<file path="src/bole_pkg.sv">
// bole_pkg: shared constants and types for the bounded ordered list engine
`timescale 1ns / 1ps

package bole_pkg;

  // list geometry
  localparam int CAPACITY   = 16;
  localparam int DATA_WIDTH = 32;
  localparam int CNT_W      = $clog2(CAPACITY + 1);

  // request field widths
  localparam int CMD_W = 3;
  localparam int POS_W = 16;
  localparam int VAL_W = 32;

  // remainder unit: position minus one is non-negative, so the sign bit drops
  localparam int DIV_W     = POS_W - 1;
  localparam int DIGIT_W   = 4;
  localparam int DIV_STEPS = (DIV_W + DIGIT_W - 1) / DIGIT_W;
  localparam int DIV_PAD_W = DIV_STEPS * DIGIT_W;
  localparam int STEP_W    = (DIV_STEPS > 1) ? $clog2(DIV_STEPS) : 1;

  typedef enum logic [CMD_W-1:0] {
    CMD_INSERT_FIRST = 3'd0,
    CMD_INSERT_AT    = 3'd1,
    CMD_REMOVE_FIRST = 3'd2,
    CMD_REMOVE_AT    = 3'd3,
    CMD_ERASE_VALUE  = 3'd4,
    CMD_EXISTS       = 3'd5,
    CMD_CLEAR        = 3'd6
  } cmd_t;

  typedef enum logic [1:0] {
    CELL_HOLD,
    CELL_LOAD,
    CELL_FROM_LEFT,
    CELL_FROM_RIGHT
  } cell_op_t;

  typedef enum logic [1:0] {
    ST_IDLE,
    ST_DIV,
    ST_EXEC
  } state_t;

  // remainder unit control
  typedef struct packed {
    logic             start;
    logic [DIV_W-1:0] dividend;
    logic [CNT_W-1:0] divisor;
  } mod_req_t;

  typedef struct packed {
    logic             last;
    logic [CNT_W-1:0] rem;
  } mod_rsp_t;

endpackage

</file>
<file path="src/bole_chan_if.sv">
// bole_chan_if: valid/ready channel interfaces for requests and results
`timescale 1ns / 1ps

interface bole_in_if import bole_pkg::*; ();
  logic                    valid;
  logic                    ready;
  logic [CMD_W-1:0]        command;
  logic signed [POS_W-1:0] position;
  logic signed [VAL_W-1:0] value;

  modport source (output valid, command, position, value, input ready);
  modport sink   (input valid, command, position, value, output ready);
endinterface

interface bole_out_if import bole_pkg::*; ();
  logic             valid;
  logic             ready;
  logic             ok;
  logic [CNT_W-1:0] count;
  logic             empty_res;

  modport source (output valid, ok, count, empty_res, input ready);
  modport sink   (input valid, ok, count, empty_res, output ready);
endinterface

</file>
<file path="src/bounded_ordered_list_engine_core.sv">
// bounded_ordered_list_engine_core: circular list held in a row of shifting cells
//
//   channel | dir | handshake     | payload
//   in_ch   | in  | valid / ready | command, position, value
//   out_ch  | out | valid / ready | ok, count, empty_res
//
// A request is taken in idle and its result is registered in the execute state, once
// the output register is free; insert_at and remove_at with a positive position on a
// non-empty list pass first through the divide state, where the remainder unit reduces
// the position minus one modulo the entry count. A new request is taken only in idle.
// The next request may be taken while a result waits; its update then holds until
// the output register frees up. Synchronous reset empties the list, cells keep data.
`timescale 1ns / 1ps

module bounded_ordered_list_engine_core import bole_pkg::*; (
  input  logic         clk,
  input  logic         rst_n,
  bole_in_if.sink      in_ch,
  bole_out_if.source   out_ch
);

  state_t                state_r, state_nxt;
  cmd_t                  cmd_r;
  logic [POS_W-1:0]      pos_r;
  logic [DATA_WIDTH-1:0] key_r;
  logic [CNT_W-1:0]      count_r, count_nxt;
  logic                  out_valid_r, out_valid_nxt;
  logic                  out_ok_r;
  logic [CNT_W-1:0]      out_count_r;
  logic                  out_empty_r;

  logic                  in_fire;
  logic                  need_div;
  logic [DIV_W-1:0]      pos_dec;
  logic                  slot_free;
  logic                  commit;
  mod_req_t              mod_req;
  mod_rsp_t              mod_rsp;

  logic [DATA_WIDTH-1:0] cell_data [CAPACITY];
  logic [CAPACITY-1:0]   cell_match;
  cell_op_t              cell_op   [CAPACITY];

  logic                  any_match;
  logic [CNT_W-1:0]      first_idx;
  logic                  do_ins, do_rem, do_clear, res_ok;
  logic [CNT_W-1:0]      tgt;
  logic [CNT_W-1:0]      rem_inc;
  logic                  full, empty, neg, pos_zero;

  // request handshake
  assign in_ch.ready = (state_r == ST_IDLE);
  assign in_fire     = in_ch.valid && in_ch.ready;
  assign pos_dec     = DIV_W'(in_ch.position - POS_W'(1));
  assign need_div    = ((cmd_t'(in_ch.command) == CMD_INSERT_AT) ||
                        (cmd_t'(in_ch.command) == CMD_REMOVE_AT)) &&
                       !in_ch.position[POS_W-1] && (in_ch.position != '0) &&
                       (count_r != '0);

  always_ff @(posedge clk) begin
    if (in_fire) begin
      cmd_r <= cmd_t'(in_ch.command);
      pos_r <= in_ch.position;
      key_r <= DATA_WIDTH'(in_ch.value);
    end
  end

  // position modulo count
  assign mod_req.start    = in_fire && need_div;
  assign mod_req.dividend = pos_dec;
  assign mod_req.divisor  = count_r;

  bole_mod_unit u_mod (
    .clk   (clk),
    .rst_n (rst_n),
    .req   (mod_req),
    .rsp   (mod_rsp)
  );

  // sequencer
  assign slot_free = !out_valid_r || out_ch.ready;
  assign commit    = (state_r == ST_EXEC) && slot_free;

  always_comb begin
    state_nxt = state_r;
    unique case (state_r)
      ST_IDLE: begin
        if (in_fire) begin
          state_nxt = need_div ? ST_DIV : ST_EXEC;
        end
      end
      ST_DIV: begin
        if (mod_rsp.last) begin
          state_nxt = ST_EXEC;
        end
      end
      ST_EXEC: begin
        if (slot_free) begin
          state_nxt = ST_IDLE;
        end
      end
      default: state_nxt = ST_IDLE;
    endcase
  end

  always_ff @(posedge clk) begin
    if (!rst_n) begin
      state_r <= ST_IDLE;
    end else begin
      state_r <= state_nxt;
    end
  end

  // first live match, lowest slot wins
  always_comb begin
    any_match = 1'b0;
    first_idx = '0;
    for (int i = CAPACITY - 1; i >= 0; i--) begin
      if (cell_match[i] && (CNT_W'(i) < count_r)) begin
        any_match = 1'b1;
        first_idx = CNT_W'(i);
      end
    end
  end

  // command decode
  assign full     = (count_r == CNT_W'(CAPACITY));
  assign empty    = (count_r == '0);
  assign neg      = pos_r[POS_W-1];
  assign pos_zero = (pos_r == '0);
  assign rem_inc  = mod_rsp.rem + CNT_W'(1);

  always_comb begin
    do_ins   = 1'b0;
    do_rem   = 1'b0;
    do_clear = 1'b0;
    res_ok   = 1'b0;
    tgt      = '0;
    unique case (cmd_r)
      CMD_INSERT_FIRST: begin
        do_ins = !full;
      end
      CMD_INSERT_AT: begin
        if (pos_zero || empty) begin
          do_ins = !full;
        end else if (!neg) begin
          do_ins = !full;
          tgt    = rem_inc;
        end
      end
      CMD_REMOVE_FIRST: begin
        do_rem = !empty;
      end
      CMD_REMOVE_AT: begin
        if (!neg && !empty) begin
          do_rem = 1'b1;
          // wrap past the tail lands on the head
          if (!pos_zero && (rem_inc != count_r)) begin
            tgt = rem_inc;
          end
        end
      end
      CMD_ERASE_VALUE: begin
        do_rem = any_match;
        tgt    = first_idx;
      end
      CMD_EXISTS: begin
        res_ok = any_match;
      end
      CMD_CLEAR: begin
        do_clear = 1'b1;
      end
      default: ;
    endcase
    if (do_ins || do_rem || do_clear) begin
      res_ok = 1'b1;
    end
  end

  // entry count
  always_comb begin
    count_nxt = count_r;
    if (commit) begin
      if (do_clear) begin
        count_nxt = '0;
      end else if (do_ins) begin
        count_nxt = count_r + CNT_W'(1);
      end else if (do_rem) begin
        count_nxt = count_r - CNT_W'(1);
      end
    end
  end

  always_ff @(posedge clk) begin
    if (!rst_n) begin
      count_r <= '0;
    end else begin
      count_r <= count_nxt;
    end
  end

  // per-cell shift control
  always_comb begin
    for (int i = 0; i < CAPACITY; i++) begin
      cell_op[i] = CELL_HOLD;
      if (commit && do_ins) begin
        if (CNT_W'(i) == tgt) begin
          cell_op[i] = CELL_LOAD;
        end else if (CNT_W'(i) > tgt) begin
          cell_op[i] = CELL_FROM_LEFT;
        end
      end else if (commit && do_rem && (CNT_W'(i) >= tgt)) begin
        cell_op[i] = CELL_FROM_RIGHT;
      end
    end
  end

  // row of cells, slot 0 is the head
  for (genvar g = 0; g < CAPACITY; g++) begin : g_cell
    logic [DATA_WIDTH-1:0] left_w, right_w;
    if (g == 0) begin : g_head
      assign left_w = key_r;
    end else begin : g_mid_l
      assign left_w = cell_data[g-1];
    end
    if (g == CAPACITY - 1) begin : g_tail
      assign right_w = cell_data[g];
    end else begin : g_mid_r
      assign right_w = cell_data[g+1];
    end

    bole_cell u_cell (
      .clk        (clk),
      .op         (cell_op[g]),
      .load_data  (key_r),
      .left_data  (left_w),
      .right_data (right_w),
      .key        (key_r),
      .data       (cell_data[g]),
      .match      (cell_match[g])
    );
  end

  // result register
  always_comb begin
    out_valid_nxt = out_valid_r;
    if (commit) begin
      out_valid_nxt = 1'b1;
    end else if (out_ch.ready) begin
      out_valid_nxt = 1'b0;
    end
  end

  always_ff @(posedge clk) begin
    if (!rst_n) begin
      out_valid_r <= 1'b0;
    end else begin
      out_valid_r <= out_valid_nxt;
    end
  end

  always_ff @(posedge clk) begin
    if (commit) begin
      out_ok_r    <= res_ok;
      out_count_r <= count_nxt;
      out_empty_r <= (count_nxt == '0);
    end
  end

  assign out_ch.valid     = out_valid_r;
  assign out_ch.ok        = out_ok_r;
  assign out_ch.count     = out_count_r;
  assign out_ch.empty_res = out_empty_r;

endmodule

</file>
<file path="src/bole_cell.sv">
// bole_cell: one list slot that loads, holds or takes a neighbor's word
`timescale 1ns / 1ps

module bole_cell import bole_pkg::*; (
  input  logic                  clk,
  input  cell_op_t              op,
  input  logic [DATA_WIDTH-1:0] load_data,
  input  logic [DATA_WIDTH-1:0] left_data,
  input  logic [DATA_WIDTH-1:0] right_data,
  input  logic [DATA_WIDTH-1:0] key,
  output logic [DATA_WIDTH-1:0] data,
  output logic                  match
);

  logic [DATA_WIDTH-1:0] data_r, data_nxt;

  // slot update
  always_comb begin
    case (op)
      CELL_LOAD:       data_nxt = load_data;
      CELL_FROM_LEFT:  data_nxt = left_data;
      CELL_FROM_RIGHT: data_nxt = right_data;
      default:         data_nxt = data_r;
    endcase
  end

  always_ff @(posedge clk) begin
    data_r <= data_nxt;
  end

  // local compare for search
  assign data  = data_r;
  assign match = (data_r == key);

endmodule

</file>
<file path="src/bole_mod_unit.sv">
// bole_mod_unit: iterative remainder, one digit of the dividend per cycle
`timescale 1ns / 1ps

module bole_mod_unit import bole_pkg::*; (
  input  logic     clk,
  input  logic     rst_n,
  input  mod_req_t req,
  output mod_rsp_t rsp
);

  logic                 busy_r, busy_nxt;
  logic [STEP_W-1:0]    step_r, step_nxt;
  logic [DIV_PAD_W-1:0] dvd_r, dvd_nxt;
  logic [CNT_W-1:0]     rem_r, rem_nxt;
  logic [CNT_W-1:0]     div_r, div_nxt;
  logic [CNT_W-1:0]     digit_rem;
  logic                 last_step;

  // restoring remainder over one digit
  always_comb begin
    logic [CNT_W:0]   trial;
    logic [CNT_W-1:0] acc;
    acc = rem_r;
    for (int b = 0; b < DIGIT_W; b++) begin
      trial = {acc, dvd_r[DIV_PAD_W-1-b]};
      if (trial >= {1'b0, div_r}) begin
        trial = trial - {1'b0, div_r};
      end
      acc = trial[CNT_W-1:0];
    end
    digit_rem = acc;
  end

  assign last_step = busy_r && (step_r == STEP_W'(DIV_STEPS - 1));

  // sequencing
  always_comb begin
    busy_nxt = busy_r;
    step_nxt = step_r;
    dvd_nxt  = dvd_r;
    rem_nxt  = rem_r;
    div_nxt  = div_r;
    if (req.start) begin
      busy_nxt = 1'b1;
      step_nxt = '0;
      dvd_nxt  = DIV_PAD_W'(req.dividend);
      rem_nxt  = '0;
      div_nxt  = req.divisor;
    end else if (busy_r) begin
      rem_nxt  = digit_rem;
      dvd_nxt  = dvd_r << DIGIT_W;
      step_nxt = step_r + STEP_W'(1);
      if (last_step) begin
        busy_nxt = 1'b0;
      end
    end
  end

  always_ff @(posedge clk) begin
    if (!rst_n) begin
      busy_r <= 1'b0;
    end else begin
      busy_r <= busy_nxt;
    end
  end

  always_ff @(posedge clk) begin
    step_r <= step_nxt;
    dvd_r  <= dvd_nxt;
    rem_r  <= rem_nxt;
    div_r  <= div_nxt;
  end

  assign rsp.last = last_step;
  assign rsp.rem  = rem_r;

endmodule

</file>
<file path="src/flat_wrapper.sv">
// flat-port wrapper written by rule: the top's interface ports become plain ports
module bounded_ordered_list_engine_core_flat import bole_pkg::*;
  (clk, rst_n, in_ch_valid, in_ch_command, in_ch_position, in_ch_value, in_ch_ready, out_ch_valid, out_ch_ok, out_ch_count, out_ch_empty_res, out_ch_ready);
  bole_in_if in_ch_i ();
  bole_out_if out_ch_i ();
  input  logic clk;
  input  logic rst_n;
  input wire logic [$bits(in_ch_i.valid)-1:0] in_ch_valid;
  input wire logic [$bits(in_ch_i.command)-1:0] in_ch_command;
  input wire logic [$bits(in_ch_i.position)-1:0] in_ch_position;
  input wire logic [$bits(in_ch_i.value)-1:0] in_ch_value;
  output wire logic [$bits(in_ch_i.ready)-1:0] in_ch_ready;
  output wire logic [$bits(out_ch_i.valid)-1:0] out_ch_valid;
  output wire logic [$bits(out_ch_i.ok)-1:0] out_ch_ok;
  output wire logic [$bits(out_ch_i.count)-1:0] out_ch_count;
  output wire logic [$bits(out_ch_i.empty_res)-1:0] out_ch_empty_res;
  input wire logic [$bits(out_ch_i.ready)-1:0] out_ch_ready;
  assign in_ch_i.valid = in_ch_valid;
  assign in_ch_i.command = in_ch_command;
  assign in_ch_i.position = in_ch_position;
  assign in_ch_i.value = in_ch_value;
  assign in_ch_ready = in_ch_i.ready;
  assign out_ch_valid = out_ch_i.valid;
  assign out_ch_ok = out_ch_i.ok;
  assign out_ch_count = out_ch_i.count;
  assign out_ch_empty_res = out_ch_i.empty_res;
  assign out_ch_i.ready = out_ch_ready;
  bounded_ordered_list_engine_core u_core (.clk(clk), .rst_n(rst_n), .in_ch(in_ch_i), .out_ch(out_ch_i));
endmodule
</file>
<file path="config.mk">
export PLATFORM = sky130hd
export DESIGN_NAME = bounded_ordered_list_engine_core_flat
export DESIGN_NICKNAME = d
export VERILOG_FILES = /design/src/bole_pkg.sv /design/src/bole_chan_if.sv /design/src/bounded_ordered_list_engine_core.sv /design/src/bole_cell.sv /design/src/bole_mod_unit.sv /design/src/flat_wrapper.sv
export SDC_FILE = /design/constraint.sdc
export NUM_CORES = 2
export LEC_CHECK = 0
export BUFFER_PORTS_ARGS = -buffer_cell sky130_fd_sc_hd__buf_2
export CAP_MARGIN = 20
export CORE_MARGIN = 3
export CORE_UTILIZATION = 40
export CTS_CLUSTER_DIAMETER = 80
export DETAILED_ROUTE_END_ITERATION = 10
export HOLD_SLACK_MARGIN = 0.03
export PLACE_DENSITY = 0.53
export SKIP_CTS_REPAIR_TIMING = 1
export SLEW_MARGIN = 20
export SYNTH_ARGS = -nofsm -noshare
export SYNTH_HDL_FRONTEND = slang
export SYNTH_SLANG_ARGS = --single-unit
</file>
<file path="constraint.sdc">
create_clock -name clk -period 6.7 [get_ports clk]
set_clock_uncertainty 0.2 [all_clocks]
set_input_delay 1.34 -clock clk [delete_from_list [all_inputs] [get_ports clk]]
set_output_delay 1.34 -clock clk [all_outputs]
set_load 0.1 [all_outputs]
</file>
==> impl_metrics.env <==
export IMPL_r2r_start="u_core.u_mod.dvd_r[15]$_SDFFE_PP0P_"
export IMPL_cts_clk_slew_worst_paths_ns=0.06
export IMPL_synth_ff_type="edfxtp_1"
export IMPL_fin_crit_sh_pct=94.7
export IMPL_p_sw_uw=3700
export IMPL_r2r_setup_slack_ns=0.36
export IMPL_layoutNonFillerInstCount=4577
export IMPL_ys_seq_area_share_pct=49.1
export IMPL_grt_pass1_wl_um=236000
export IMPL_synth_top_area_cell="edfxtp_1"
export IMPL_initialDrtViolationCount=4788
export IMPL_holdPathEnd="u_core.u_mod.step_r[1]$_SDFFE_PP0P_"
export IMPL_power_share_clock_pct=34.8
export IMPL_dpl_cell_area_um2=39400
export IMPL_cp_max_fo=6
export IMPL_status="finished with violations"
export IMPL_die_y_um=309
export IMPL_dp_final_hpwl_um=124000
export IMPL_core_area_um2=90600
export IMPL_async_reset_ff_share_pct=0
export IMPL_critPathBufInv=4
export IMPL_vias=31200
export IMPL_p_leak_uw=0.0145
export IMPL_totalWireLength_um=173000
export IMPL_wl_per_cell_um=37.7
export IMPL_post_drt_via_cell_ratio=6.81
export IMPL_drt_pass1_iterations=11
export IMPL_fillCellCount=8388
export IMPL_cpMostUsedCell="a21o_1"
export IMPL_tightest_slew_ns=1.22
export IMPL_cp_arrival_ns=6.71
export IMPL_cts_max_level=3
export IMPL_clock_sinks=607
export IMPL_nNetsFinal=3423
export IMPL_path_class="flip-flop to flip-flop"
export IMPL_grt_pass1_vias=29500
export IMPL_r2r_end="u_core.u_mod.rem_r[1]$_SDFFE_PP0P_"
export IMPL_fin_ws_ns=0.356
export IMPL_syn_num_nets=3371
export IMPL_comb_power_share_pct=26.2
export IMPL_worstRegToRegCells=30
export IMPL_ios=64
export IMPL_hold_path_class="flip-flop to flip-flop"
export IMPL_final_max_slew_viol_count=0
export IMPL_grt_max_degree=65
export IMPL_internal_power_uw=8130
export IMPL_ant_nets=0
export IMPL_yosys_register_bits=607
export IMPL_min_period_ns=6.34
export IMPL_area_delta_synth_final_pct=13.9
export IMPL_yosys_top_cells_count="590 x edfxtp_1, 313 x xnor2_1, 228 x xor2_1"
export IMPL_postSynthAreaPerCell_um2=11.2
export IMPL_powerDensity_nw_per_um2=282
export IMPL_place_gp_congestion=1.03
export IMPL_synth_area_leaders="edfxtp_1 48%, xnor2_1 7.5%, xor2_1 5.4%, a221o_1 3.5%, a22oi_1 3.3%"
export IMPL_fp_row_count=110
export IMPL_fin_area_um2=41900
export IMPL_critPathSlowestCell="mux2_2"
export IMPL_die_x_um=309
export IMPL_drive_gt1_share_pct=14.7
export IMPL_ir_drop_mv=0.261
export IMPL_synthCells=3285
export IMPL_critPathMaxStageDelay_ns=0.39
export IMPL_cpLargestDelayFamily="compound AO/OA/AOI/OAI gates"
export IMPL_synth_most_common_cell="edfxtp_1"
export IMPL_swShare_pct=31.3
export IMPL_overflow=0
export IMPL_grt_total_usage_pct=35.2
export IMPL_numPortBuffers=63
export IMPL_root_buffer="clkbuf_16"
export IMPL_slew_limit_headroom_pct=19.0
export IMPL_start_util_pct=40.6
export IMPL_maxCapViolCount=0
export IMPL_synth_distinct_cells=85
export IMPL_route_detailed_drc=1
export IMPL_hold_slack_ns=0.303
export IMPL_numCtsBuffers=76
export IMPL_synth_top_area_share_pct=48.2
export IMPL_antenna_found_initial=6
export IMPL_fmax_ghz=0.158
export IMPL_synth_edf_count=590
export IMPL_cts_tree="built"
export IMPL_end_kind="flip-flop"
export IMPL_required_ns=7.07
export IMPL_yosysWarnings=0
export IMPL_pwr_share_seq_pct=39.1
export IMPL_finalSetupViolations=0
export IMPL_dieArea_um2=95600
export IMPL_min_from="u_core.u_mod.step_r[1]$_SDFFE_PP0P_"
export IMPL_dp_cells=4433
export IMPL_setup_tns_ns=0
export IMPL_hold_depth=2
export IMPL_synth_cell_area_um2=36800
export IMPL_clk_latency_ns=0.66
export IMPL_dp_slack_ns=0.0864
export IMPL_hold_viol_final=0
export IMPL_cts_path_max_buffers=3
export IMPL_violations="design-rule violations"
export IMPL_start_kind="flip-flop"
## registers in the layout, summed over array words and instances (netlist names)
| signal | count |
|---|---|
| u_core.cmd_r | 3 |
| u_core.count_r | 5 |
| u_core.g_cell.left_w | 32 |
| u_core.g_cell.u_cell.data | 512 |
| u_core.out_ch.count | 5 |
| u_core.out_ch.empty_res | 1 |
| u_core.out_ch.ok | 1 |
| u_core.out_ch.valid | 1 |
| u_core.pos_r | 16 |
| u_core.state_r | 2 |
| u_core.u_mod.busy_r | 1 |
| u_core.u_mod.div_r | 5 |
| u_core.u_mod.dvd_r | 16 |
| u_core.u_mod.rem_r | 5 |
| u_core.u_mod.step_r | 2 |
## placed cells by master (no fill, tap or decap), types with 62 or more instances in the layout
master,synthesis,layout
xnor2_1,313,313
edfxtp_1,590,590
buf_2,127,63
a221o_1,129,129
xor2_1,228,228
a22oi_1,164,163
a222oi_1,64,64
o21ai_1,61,62
nand4_1,118,118
nor4_1,110,110
clkbuf_16,0,78
mux2_2,66,66
o21ai_0,100,99
buf_4,38,145
o31ai_1,66,66
nand2_1,115,114
a21o_1,79,79
a22o_1,97,97
nor3_1,161,161
inv_1,153,153
## layer usage
layer	part of all wire, %	up-vias	track usage (%)
li1	-	12900	-
met1	38	15700	44.2
met2	44	2153	54.3
met3	10	477	8.94
met4	7.8	8	22.7
met5	0.12	-	0
## worst reg2reg max path: cells and delay by family, from the launching register on
family	cells	cell delay [ns]
mux	3	1.00
compound gates	12	2.16
simple gates	6	0.75
buf+inv	4	0.49
flops	1	0.31
fa+ha+maj	5	1.36
## through the flow
step                total power [uW]  util, %
floorplan                       6450        -
global placement                7620     43.5
detailed placement              7620     43.5
CTS                            11700     46.2
global route                   12300     46.3
finish                         11800     46.3
## worst max path at each step
stage	from	end	slack [ns]	cells past startpoint
final	u_core.u_mod.dvd_r[15]$_SDFFE_PP0P_	u_core.u_mod.rem_r[1]$_SDFFE_PP0P_	0.36	30
after global routing	u_core.u_mod.dvd_r[15]$_SDFFE_PP0P_	u_core.u_mod.rem_r[1]$_SDFFE_PP0P_	-0.07	30
after CTS	u_core.u_mod.dvd_r[15]$_SDFFE_PP0P_	u_core.u_mod.rem_r[1]$_SDFFE_PP0P_	0.05	29
after floorplan	u_core.u_mod.div_r[1]$_DFFE_PP_	u_core.u_mod.rem_r[0]$_SDFFE_PP0P_	0.12	25
after global placement	u_core.u_mod.dvd_r[15]$_SDFFE_PP0P_	u_core.u_mod.rem_r[0]$_SDFFE_PP0P_	0.03	29
after detailed placement	u_core.u_mod.dvd_r[15]$_SDFFE_PP0P_	u_core.u_mod.rem_r[1]$_SDFFE_PP0P_	0.09	29
## power groups by stage
stage,logic (uW),registers [uW],clock network (uW)
2_1_floorplan,1860,4590,0
3_3_place_gp,2930,4690,0
3_5_place_dp,2930,4690,0
4_1_cts,2950,4610,4170
5_1_grt,3350,4630,4310
6_report,3100,4620,4110
## kinds of logic after synthesis
group	count (synthesis)	synth area share (%)
compound gates	843	17.8
xor+xnor	543	13.0
fa+ha+maj	31	1.14
buf+inv	434	5.27
flops	607	49.1
mux	85	2.57
simple gates	742	11.2
## layout make-up
type                    instances  area [um2]  share of cell area (%)
repair buffers                251        2270                    5.42
diodes                          3        7.51                  0.0179
well taps                    1176        1470                    3.51
clock buffers                  92        2010                    4.81
inverters                     157         589                    1.41
flip-flops and latches        607       18100                    43.1
multi-input cells            2244       17100                    40.8
clock inverters                47         400                   0.955
No activity file was read; power rests on OpenSTA's default activity.
